$ cat src/design/lrupr_pkg.sv
`timescale 1ns / 1ps
// Shared constants, types and sequencer states of the LRU page replacement core.
package lrupr_pkg;

    localparam int FRAMES      = 16;
    localparam int PAGE_BITS   = 16;
    localparam int SLOT_BITS   = $clog2(FRAMES);
    localparam int RANK_BITS   = $clog2(FRAMES);
    localparam int FC_BITS     = 5;
    localparam int TOTAL_BITS  = 32;
    localparam int QUEUE_DEPTH = 2;
    localparam int QPTR_BITS   = $clog2(QUEUE_DEPTH);
    localparam logic [FC_BITS-1:0] FC_RESET = FC_BITS'(16);

    // One page request as held in the front queue
    typedef struct packed {
        logic [PAGE_BITS-1:0] page;
        logic                 last_reference;
    } req_t;

    // Lookup outcome handed from the lookup step to the commit step
    typedef struct packed {
        logic                 hit;
        logic                 evict;
        logic [SLOT_BITS-1:0] slot;
        logic [PAGE_BITS-1:0] evicted_page;
    } cls_t;

    typedef enum logic {
        ENG_LOOK,
        ENG_COMMIT
    } eng_state_t;

endpackage

$ cat src/design/lrupr_if.sv
`timescale 1ns / 1ps
// Request and response channel interfaces of the LRU page replacement core.
interface lrupr_req_if;
    logic                           valid;
    logic                           ready;
    logic [lrupr_pkg::PAGE_BITS-1:0] page;
    logic                           last_reference;

    modport source (output valid, output page, output last_reference, input ready);
    modport sink   (input valid, input page, input last_reference, output ready);
endinterface

interface lrupr_rsp_if;
    logic                            valid;
    logic                            ready;
    logic                            hit;
    logic [lrupr_pkg::SLOT_BITS-1:0]  slot;
    logic                            evicted_valid;
    logic [lrupr_pkg::PAGE_BITS-1:0]  evicted_page;
    logic [lrupr_pkg::TOTAL_BITS-1:0] hit_total;
    logic [lrupr_pkg::TOTAL_BITS-1:0] fault_total;
    logic                            string_done;

    modport source (output valid, output hit, output slot, output evicted_valid,
                    output evicted_page, output hit_total, output fault_total,
                    output string_done, input ready);
    modport sink   (input valid, input hit, input slot, input evicted_valid,
                    input evicted_page, input hit_total, input fault_total,
                    input string_done, output ready);
endinterface

$ cat src/design/lrupr_front.sv
`timescale 1ns / 1ps
// Front end: accepts page requests into a short queue for the replacement engine.
module lrupr_front
(
    input  logic              clk,
    input  logic              rst_n,
    lrupr_req_if.sink         req,
    output logic              q_valid,
    output lrupr_pkg::req_t   q_head,
    input  logic              q_pop
);

    lrupr_pkg::req_t                  ent_reg [lrupr_pkg::QUEUE_DEPTH];
    logic [lrupr_pkg::QPTR_BITS-1:0]  wr_ptr_reg, wr_ptr_next;
    logic [lrupr_pkg::QPTR_BITS-1:0]  rd_ptr_reg, rd_ptr_next;
    logic [lrupr_pkg::QPTR_BITS:0]    count_reg, count_next;
    logic                             push;
    logic                             pop;

    assign req.ready = (count_reg != (lrupr_pkg::QPTR_BITS+1)'(lrupr_pkg::QUEUE_DEPTH));
    assign push      = req.valid && req.ready;
    assign q_valid   = (count_reg != '0);
    assign pop       = q_pop && q_valid;
    assign q_head    = ent_reg[rd_ptr_reg];

    always_comb
    begin
        wr_ptr_next = push ? wr_ptr_reg + 1'b1 : wr_ptr_reg;
        rd_ptr_next = pop  ? rd_ptr_reg + 1'b1 : rd_ptr_reg;
        count_next  = count_reg;
        if (push && !pop)
        begin
            count_next = count_reg + 1'b1;
        end
        else if (pop && !push)
        begin
            count_next = count_reg - 1'b1;
        end
    end

    always_ff @(posedge clk or negedge rst_n)
    begin
        if (!rst_n)
        begin
            wr_ptr_reg <= '0;
            rd_ptr_reg <= '0;
            count_reg  <= '0;
        end
        else
        begin
            wr_ptr_reg <= wr_ptr_next;
            rd_ptr_reg <= rd_ptr_next;
            count_reg  <= count_next;
        end
    end

    // payload storage, no reset
    always_ff @(posedge clk)
    begin
        if (push)
        begin
            ent_reg[wr_ptr_reg].page           <= req.page;
            ent_reg[wr_ptr_reg].last_reference <= req.last_reference;
        end
    end

endmodule

$ cat src/design/lrupr_back.sv
`timescale 1ns / 1ps
// Back end: frame store, lookup and commit sequencer, totals and response register.
module lrupr_back
(
    input  logic                            clk,
    input  logic                            rst_n,
    input  logic                            cfg_we,
    input  logic [lrupr_pkg::FC_BITS-1:0]   cfg_data,
    input  logic                            q_valid,
    input  lrupr_pkg::req_t                 q_head,
    output logic                            q_pop,
    lrupr_rsp_if.source                     rsp
);

    localparam int F  = lrupr_pkg::FRAMES;
    localparam int SB = lrupr_pkg::SLOT_BITS;
    localparam int RB = lrupr_pkg::RANK_BITS;
    localparam int PB = lrupr_pkg::PAGE_BITS;
    localparam int FB = lrupr_pkg::FC_BITS;
    localparam int TB = lrupr_pkg::TOTAL_BITS;

    // frame store
    logic [PB-1:0] page_reg  [F];
    logic [PB-1:0] page_next [F];
    logic [RB-1:0] rank_reg  [F];
    logic [RB-1:0] rank_next [F];
    logic [F-1:0]  valid_reg, valid_next;
    logic [FB-1:0] fc_reg, fc_next;
    logic [TB-1:0] hits_reg, hits_next;
    logic [TB-1:0] faults_reg, faults_next;

    // sequencer and step registers
    lrupr_pkg::eng_state_t state_reg, state_next;
    lrupr_pkg::req_t       cur_reg;
    lrupr_pkg::cls_t       cls_reg, cls_next;
    logic                  load_cls;
    logic                  commit;

    // response register
    logic          out_valid_reg, out_valid_next;
    logic          out_hit_reg;
    logic [SB-1:0] out_slot_reg;
    logic          out_evv_reg;
    logic [PB-1:0] out_evp_reg;
    logic [TB-1:0] out_hits_reg;
    logic [TB-1:0] out_faults_reg;
    logic          out_done_reg;

    // lookup
    logic [FB-1:0] used;
    logic [RB-1:0] used_m1;
    logic [F-1:0]  match_vec, free_vec, victim_vec;
    logic          hit_any, free_any;
    logic [SB-1:0] hit_slot, free_slot, victim_slot;

    assign used    = (fc_reg == '0) ? FB'(1) :
                     (fc_reg > FB'(F)) ? FB'(F) : fc_reg;
    assign used_m1 = RB'(used - FB'(1));

    always_comb
    begin
        hit_slot    = '0;
        free_slot   = '0;
        victim_slot = '0;
        for (int j = 0; j < F; j++)
        begin
            match_vec[j]  = valid_reg[j] && (page_reg[j] == q_head.page);
            free_vec[j]   = !valid_reg[j] && (FB'(j) < used);
            victim_vec[j] = valid_reg[j] && (rank_reg[j] == used_m1);
        end
        // lowest index wins
        for (int j = F - 1; j >= 0; j--)
        begin
            if (match_vec[j])
            begin
                hit_slot = SB'(j);
            end
            if (free_vec[j])
            begin
                free_slot = SB'(j);
            end
            if (victim_vec[j])
            begin
                victim_slot = SB'(j);
            end
        end
        hit_any  = |match_vec;
        free_any = |free_vec;

        cls_next.hit          = hit_any;
        cls_next.evict        = !hit_any && !free_any;
        cls_next.slot         = hit_any ? hit_slot : (free_any ? free_slot : victim_slot);
        cls_next.evicted_page = cls_next.evict ? page_reg[victim_slot] : '0;
    end

    // sequencer
    always_comb
    begin
        state_next = state_reg;
        q_pop      = 1'b0;
        load_cls   = 1'b0;
        commit     = 1'b0;
        case (state_reg)
            lrupr_pkg::ENG_LOOK:
            begin
                if (q_valid)
                begin
                    q_pop      = 1'b1;
                    load_cls   = 1'b1;
                    state_next = lrupr_pkg::ENG_COMMIT;
                end
            end
            lrupr_pkg::ENG_COMMIT:
            begin
                if (!out_valid_reg || rsp.ready)
                begin
                    commit     = 1'b1;
                    state_next = lrupr_pkg::ENG_LOOK;
                end
            end
            default:
            begin
                state_next = lrupr_pkg::ENG_LOOK;
            end
        endcase
    end

    // store update
    always_comb
    begin
        page_next   = page_reg;
        rank_next   = rank_reg;
        valid_next  = valid_reg;
        fc_next     = fc_reg;
        hits_next   = hits_reg;
        faults_next = faults_reg;
        if (cfg_we)
        begin
            fc_next     = cfg_data;
            valid_next  = '0;
            rank_next   = '{default: '0};
            hits_next   = '0;
            faults_next = '0;
        end
        else if (commit)
        begin
            for (int j = 0; j < F; j++)
            begin
                if ((SB'(j) != cls_reg.slot) && valid_reg[j] &&
                    (!cls_reg.hit || (rank_reg[j] < rank_reg[cls_reg.slot])))
                begin
                    rank_next[j] = rank_reg[j] + 1'b1;
                end
            end
            rank_next[cls_reg.slot] = '0;
            if (cls_reg.hit)
            begin
                hits_next = (hits_reg == '1) ? hits_reg : hits_reg + TB'(1);
            end
            else
            begin
                page_next[cls_reg.slot]  = cur_reg.page;
                valid_next[cls_reg.slot] = 1'b1;
                faults_next = (faults_reg == '1) ? faults_reg : faults_reg + TB'(1);
            end
            if (cur_reg.last_reference)
            begin
                valid_next  = '0;
                rank_next   = '{default: '0};
                hits_next   = '0;
                faults_next = '0;
            end
        end
    end

    always_comb
    begin
        out_valid_next = out_valid_reg;
        if (commit)
        begin
            out_valid_next = 1'b1;
        end
        else if (rsp.ready)
        begin
            out_valid_next = 1'b0;
        end
    end

    always_ff @(posedge clk or negedge rst_n)
    begin
        if (!rst_n)
        begin
            state_reg     <= lrupr_pkg::ENG_LOOK;
            valid_reg     <= '0;
            rank_reg      <= '{default: '0};
            fc_reg        <= lrupr_pkg::FC_RESET;
            hits_reg      <= '0;
            faults_reg    <= '0;
            out_valid_reg <= 1'b0;
        end
        else
        begin
            state_reg     <= state_next;
            valid_reg     <= valid_next;
            rank_reg      <= rank_next;
            fc_reg        <= fc_next;
            hits_reg      <= hits_next;
            faults_reg    <= faults_next;
            out_valid_reg <= out_valid_next;
        end
    end

    // payload registers, no reset
    always_ff @(posedge clk)
    begin
        page_reg <= page_next;
        if (load_cls)
        begin
            cur_reg <= q_head;
            cls_reg <= cls_next;
        end
        if (commit)
        begin
            out_hit_reg    <= cls_reg.hit;
            out_slot_reg   <= cls_reg.slot;
            out_evv_reg    <= cls_reg.evict;
            out_evp_reg    <= cls_reg.evicted_page;
            out_done_reg   <= cur_reg.last_reference;
            out_hits_reg   <= cls_reg.hit ?
                              ((hits_reg == '1) ? hits_reg : hits_reg + TB'(1)) : hits_reg;
            out_faults_reg <= !cls_reg.hit ?
                              ((faults_reg == '1) ? faults_reg : faults_reg + TB'(1)) :
                              faults_reg;
        end
    end

    assign rsp.valid         = out_valid_reg;
    assign rsp.hit           = out_hit_reg;
    assign rsp.slot          = out_slot_reg;
    assign rsp.evicted_valid = out_evv_reg;
    assign rsp.evicted_page  = out_evp_reg;
    assign rsp.hit_total     = out_hits_reg;
    assign rsp.fault_total   = out_faults_reg;
    assign rsp.string_done   = out_done_reg;

endmodule

$ cat src/design/lru_page_replacement_core.sv
`timescale 1ns / 1ps
// A request passes from the front queue into the lookup result registers and then,
// once the response register is free, into it. The back end takes one request at a time
// through its lookup then commit sequence and owns the single frame store.
// The front queue holds two requests, so intake continues while a response waits.
// Reset (async, active low): all frames empty, totals zero, frame_count 16, queue empty.
module lru_page_replacement_core
(
    input  logic                          clk,
    input  logic                          rst_n,
    input  logic                          cfg_we,
    input  logic [lrupr_pkg::FC_BITS-1:0] cfg_data,
    lrupr_req_if.sink                     req,
    lrupr_rsp_if.source                   rsp
);

    // front to back queue head
    logic            q_valid;
    lrupr_pkg::req_t q_head;
    logic            q_pop;

    // Front: two-entry request queue; decouples intake from the engine
    lrupr_front u_front
    (
        .clk     (clk),
        .rst_n   (rst_n),
        .req     (req),
        .q_valid (q_valid),
        .q_head  (q_head),
        .q_pop   (q_pop)
    );

    // Back: step one compares the head page against every frame in parallel and
    // picks hit slot, first empty slot or the LRU victim (rank frames-in-use minus
    // one, where frame_count 0 counts as one frame and above 16 as sixteen);
    // step two ages the ranks, writes the frame, bumps the saturating totals and
    // loads the response register. Last-of-string and config writes clear state.
    lrupr_back u_back
    (
        .clk      (clk),
        .rst_n    (rst_n),
        .cfg_we   (cfg_we),
        .cfg_data (cfg_data),
        .q_valid  (q_valid),
        .q_head   (q_head),
        .q_pop    (q_pop),
        .rsp      (rsp)
    );

`ifndef SYNTHESIS
    a_hit_counted: assert property (@(posedge clk) disable iff (!rst_n)
        (rsp.valid && rsp.hit) |-> (rsp.hit_total != '0))
        else $error("hit response with zero hit total");

    a_fault_counted: assert property (@(posedge clk) disable iff (!rst_n)
        (rsp.valid && !rsp.hit) |-> (rsp.fault_total != '0))
        else $error("fault response with zero fault total");

    a_evict_on_fault: assert property (@(posedge clk) disable iff (!rst_n)
        (rsp.valid && rsp.evicted_valid) |-> !rsp.hit)
        else $error("eviction reported on a hit");

    a_no_evict_zero: assert property (@(posedge clk) disable iff (!rst_n)
        (rsp.valid && !rsp.evicted_valid) |-> (rsp.evicted_page == '0))
        else $error("evicted page non-zero without eviction");
`endif

endmodule
$ cat src/flat_wrapper.sv
// flat-port wrapper written by rule: the top's interface ports become plain ports
module lru_page_replacement_core_flat 
  (clk, rst_n, cfg_we, cfg_data, req_valid, req_page, req_last_reference, req_ready, rsp_valid, rsp_hit, rsp_slot, rsp_evicted_valid, rsp_evicted_page, rsp_hit_total, rsp_fault_total, rsp_string_done, rsp_ready);
  lrupr_req_if req_i ();
  lrupr_rsp_if rsp_i ();
  input  logic clk;
  input  logic rst_n;
  input  logic cfg_we;
  input  logic [lrupr_pkg::FC_BITS-1:0] cfg_data;
  input wire logic [$bits(req_i.valid)-1:0] req_valid;
  input wire logic [$bits(req_i.page)-1:0] req_page;
  input wire logic [$bits(req_i.last_reference)-1:0] req_last_reference;
  output wire logic [$bits(req_i.ready)-1:0] req_ready;
  output wire logic [$bits(rsp_i.valid)-1:0] rsp_valid;
  output wire logic [$bits(rsp_i.hit)-1:0] rsp_hit;
  output wire logic [$bits(rsp_i.slot)-1:0] rsp_slot;
  output wire logic [$bits(rsp_i.evicted_valid)-1:0] rsp_evicted_valid;
  output wire logic [$bits(rsp_i.evicted_page)-1:0] rsp_evicted_page;
  output wire logic [$bits(rsp_i.hit_total)-1:0] rsp_hit_total;
  output wire logic [$bits(rsp_i.fault_total)-1:0] rsp_fault_total;
  output wire logic [$bits(rsp_i.string_done)-1:0] rsp_string_done;
  input wire logic [$bits(rsp_i.ready)-1:0] rsp_ready;
  assign req_i.valid = req_valid;
  assign req_i.page = req_page;
  assign req_i.last_reference = req_last_reference;
  assign req_ready = req_i.ready;
  assign rsp_valid = rsp_i.valid;
  assign rsp_hit = rsp_i.hit;
  assign rsp_slot = rsp_i.slot;
  assign rsp_evicted_valid = rsp_i.evicted_valid;
  assign rsp_evicted_page = rsp_i.evicted_page;
  assign rsp_hit_total = rsp_i.hit_total;
  assign rsp_fault_total = rsp_i.fault_total;
  assign rsp_string_done = rsp_i.string_done;
  assign rsp_i.ready = rsp_ready;
  lru_page_replacement_core u_core (.clk(clk), .rst_n(rst_n), .cfg_we(cfg_we), .cfg_data(cfg_data), .req(req_i), .rsp(rsp_i));
endmodule
$ cat config.mk
export PLATFORM = sky130hd
export DESIGN_NAME = lru_page_replacement_core_flat
export DESIGN_NICKNAME = d
export VERILOG_FILES = /design/src/design/lrupr_pkg.sv /design/src/design/lrupr_if.sv /design/src/design/lrupr_front.sv /design/src/design/lrupr_back.sv /design/src/design/lru_page_replacement_core.sv /design/src/flat_wrapper.sv
export SDC_FILE = /design/constraint.sdc
export NUM_CORES = 1
export LEC_CHECK = 0
export BUFFER_PORTS_ARGS = -buffer_cell sky130_fd_sc_hd__buf_2
export CORE_ASPECT_RATIO = 1.4
export CORE_MARGIN = 3
export CORE_UTILIZATION = 26
export DETAILED_ROUTE_END_ITERATION = 7
export GPL_ROUTABILITY_DRIVEN = 0
export PLACE_DENSITY = 0.5
export SLEW_MARGIN = 20
export SYNTH_ARGS = -nofsm -noshare
export SYNTH_HDL_FRONTEND = slang
export SYNTH_SLANG_ARGS = --single-unit
$ cat constraint.sdc
create_clock -name clk -period 12.87 [get_ports clk]
set_input_delay 0.6435 -clock clk [delete_from_list [all_inputs] [get_ports clk]]
set_output_delay 0.6435 -clock clk [all_outputs]
set_load 0.005 [all_outputs]
==> metrics.yaml <==
synthFlopType: "edfxtp_1"
finalCriticalPeriod_ps: 5140
placed_cells: 4131
status: "complete, no violations"
num_antenna_cells: 0
drc: 0
ir_drop_mv: 0.112
setup.worst_path.end_class: "flop"
avgSynthCellArea_um2: 11.7
fin_setup_tns_ps: 0
firstDrtPassIters: 5
hp-class: "primary input to flop"
rsz0062_at_grt: "false"
total_power_w: 0.00609
yosysTopAreaCell: "edfxtp_1"
setup_slack_ps: 7730
start_util_pct: 26.2
fin_cells: 4254
wl_per_cell_um: 22.8
row_count: 148
layout_commonest_cell: "edfxtp_1"
overflow: 0
syn_area_um2: 30500
clock-root-buffer: "clkbuf_16"
setup_viol: 0
htree_levels: 3
max_slew_margin_pct: 29.9
place.detailed.hpwl_um: 68800
pre_cts_slack_ps: 7770
final_antenna_net_count: 0
drt_iter0_drc: 1744
maxSlewViolCount: 0
crit_slowest_cell: "dfrtp_1"
vias_per_cell: 4.97
cp.buffers_inverters: 2
grt.busiest_layer: "met2"
grt_max_degree: 145
grt_use_met3_pct: 2.06
antenna_found_initial: 1
grt_pass1_wl_um: 142000
clock-sinks: 571
met1_usage_pct: 18.3
die_x_um: 296
die_h_um: 411
synthDistinctLibCells: 89
synth_top_area_share_pct: 40.9
portBuffers: 115
cpLargestDelayFamily: "simple AND/OR/NAND/NOR gates"
path_max_fanout: 51
crit_chain: "or4b_1 -> and3_1 -> xnor2_1 -> or4_1 -> a211oi_1 -> o221ai_1 -> a21oi_4 -> buf_4 -> buf_4 -> nand2_1 -> a32oi_1 -> nand3_1"
largest_reg_flops: 256
drive_gt1_share_pct: 12.8
seq_area_frac_synth_pct: 53.7
ctsHoldBuffers: 1
cts_max_path_buffers: 3
synth_nets: 2698
num_vias: 21100
fp.dieArea_um2: 122000
nets: 2796
fin_worst_skew_ps: 30.3
crit_path_start_kind: "flop"
clk_latency_ps: 630
core_um2: 116000
cts_setup_buffers: 0
final.period_utilization_pct: 40.0
areaGrowthSynthToFinish_pct: 14.5
groute.usage.overall_pct: 15.7
path_class: "flop to flop"
max-cap-violations: 0
synthArstFlopShare_pct: 27.1
yosys_warnings: 0
synth_cells: 2604
route.final.wire_length_um: 96900
max_freq_ghz: 0.194
crit_top_cell: "buf_4"
grt_pass1_vias: 21300
p_per_area_nw_per_um2: 174
cpPeakStageDelay_ps: 680
leakage_nw: 13.1
clk_pin_slew_ps: 60
pin_count: 116
cts_tree: "done"
required_ps: 13230
synth_edf_count: 416
finalHoldViolations: 0
critPathArrivalTime_ps: 5500
post_cts_resized: 0
use_met2_pct: 27.9
synthTopCellsByArea: "edfxtp_1 41%, dfrtp_1 13%, xnor2_1 8.8%"
synth.ff_latch_count: 571
max_slew.worst_pin.slew_ps: 1030
final_cell_mix: "416 x edfxtp_1, 306 x xnor2_1, 253 x nand2_1"
cts_buffers: 68
## per-layer routing
layer	vias up	wire length, um
met5	-	0
met4	0	5600
met3	218	4480
met2	631	48900
met1	10500	38000
li1	9829	-
## area by class of cell
type | count | area (um^2)
Multi-Input combinational cell | 1843 | 13300
Timing Repair Buffer | 161 | 962
Fill cell | 11900 | 81300
Clock inverter | 42 | 464
Tap cell | 1500 | 1880
Sequential cell | 571 | 16400
Inverter | 57 | 216
Clock buffer | 80 | 1750
## where the power goes
part	switching (W)	internal [W]
logic	0.000937	0.000536
clock network	0.000813	0.00112
registers	0.000312	0.00237
total	0.00206	0.00403
## synth_stat cells (all sizes together), types with 24 or more instances
library cell,instances
mux2,24
a31oi,25
nor3,39
dfrtp,154
nor2,112
buf,69
edfxtp,416
xor2,62
ha,67
and2,24
nand2b,49
inv,56
o21ai,160
a21oi,108
a21o,38
nand3,65
mux2i,113
nand2,253
clkbuf,64
nand4,46
xnor2,307
a22o,43
nor4,61
## logic make-up (layout without fill, tap and decap cells)
group           count (synthesis)  after routing  synth area share [%]
simple gates                  754            754                  12.8
compound gates                496            496                  10.6
xor+xnor                      369            369                  10.6
fa+ha+maj                      67             67                  2.75
buf+inv                       190            340                  3.11
mux                           157            157                  6.44
flops                         571            571                  53.7
## worst paths after layout
path	from	endpoint	slack, ps	depth (start not counted)
hold reg to reg	u_core.u_back.hits_reg[31]	u_core.u_back.hits_reg[31]	470	1
max in group asynchronous	rst_n	u_core.u_front.rd_ptr_reg	11050	3
min in group asynchronous	rst_n	u_core.u_back.faults_reg[16]	500	2
setup reg to reg	u_core.u_back.fc_reg[3]	u_core.u_back.cls_reg[14]	7730	12
hold / removal	req_page[14]	u_core.u_front.ent_reg[1][15]	210	1
setup / recovery	u_core.u_back.fc_reg[3]	u_core.u_back.cls_reg[14]	7730	12
## metrics by stage
stage          instance area (um^2)  util [%]  hold WS, ps
3_3_place_gp                  32700      28.1          448
3_5_place_dp                  32700      28.1          442
2_1_floorplan                 30500         -          348
5_1_grt                       34900      30.0          169
6_report                      34900      30.0          205
4_1_cts                       34900      30.0          164
Power figures use the tool's default switching activity.
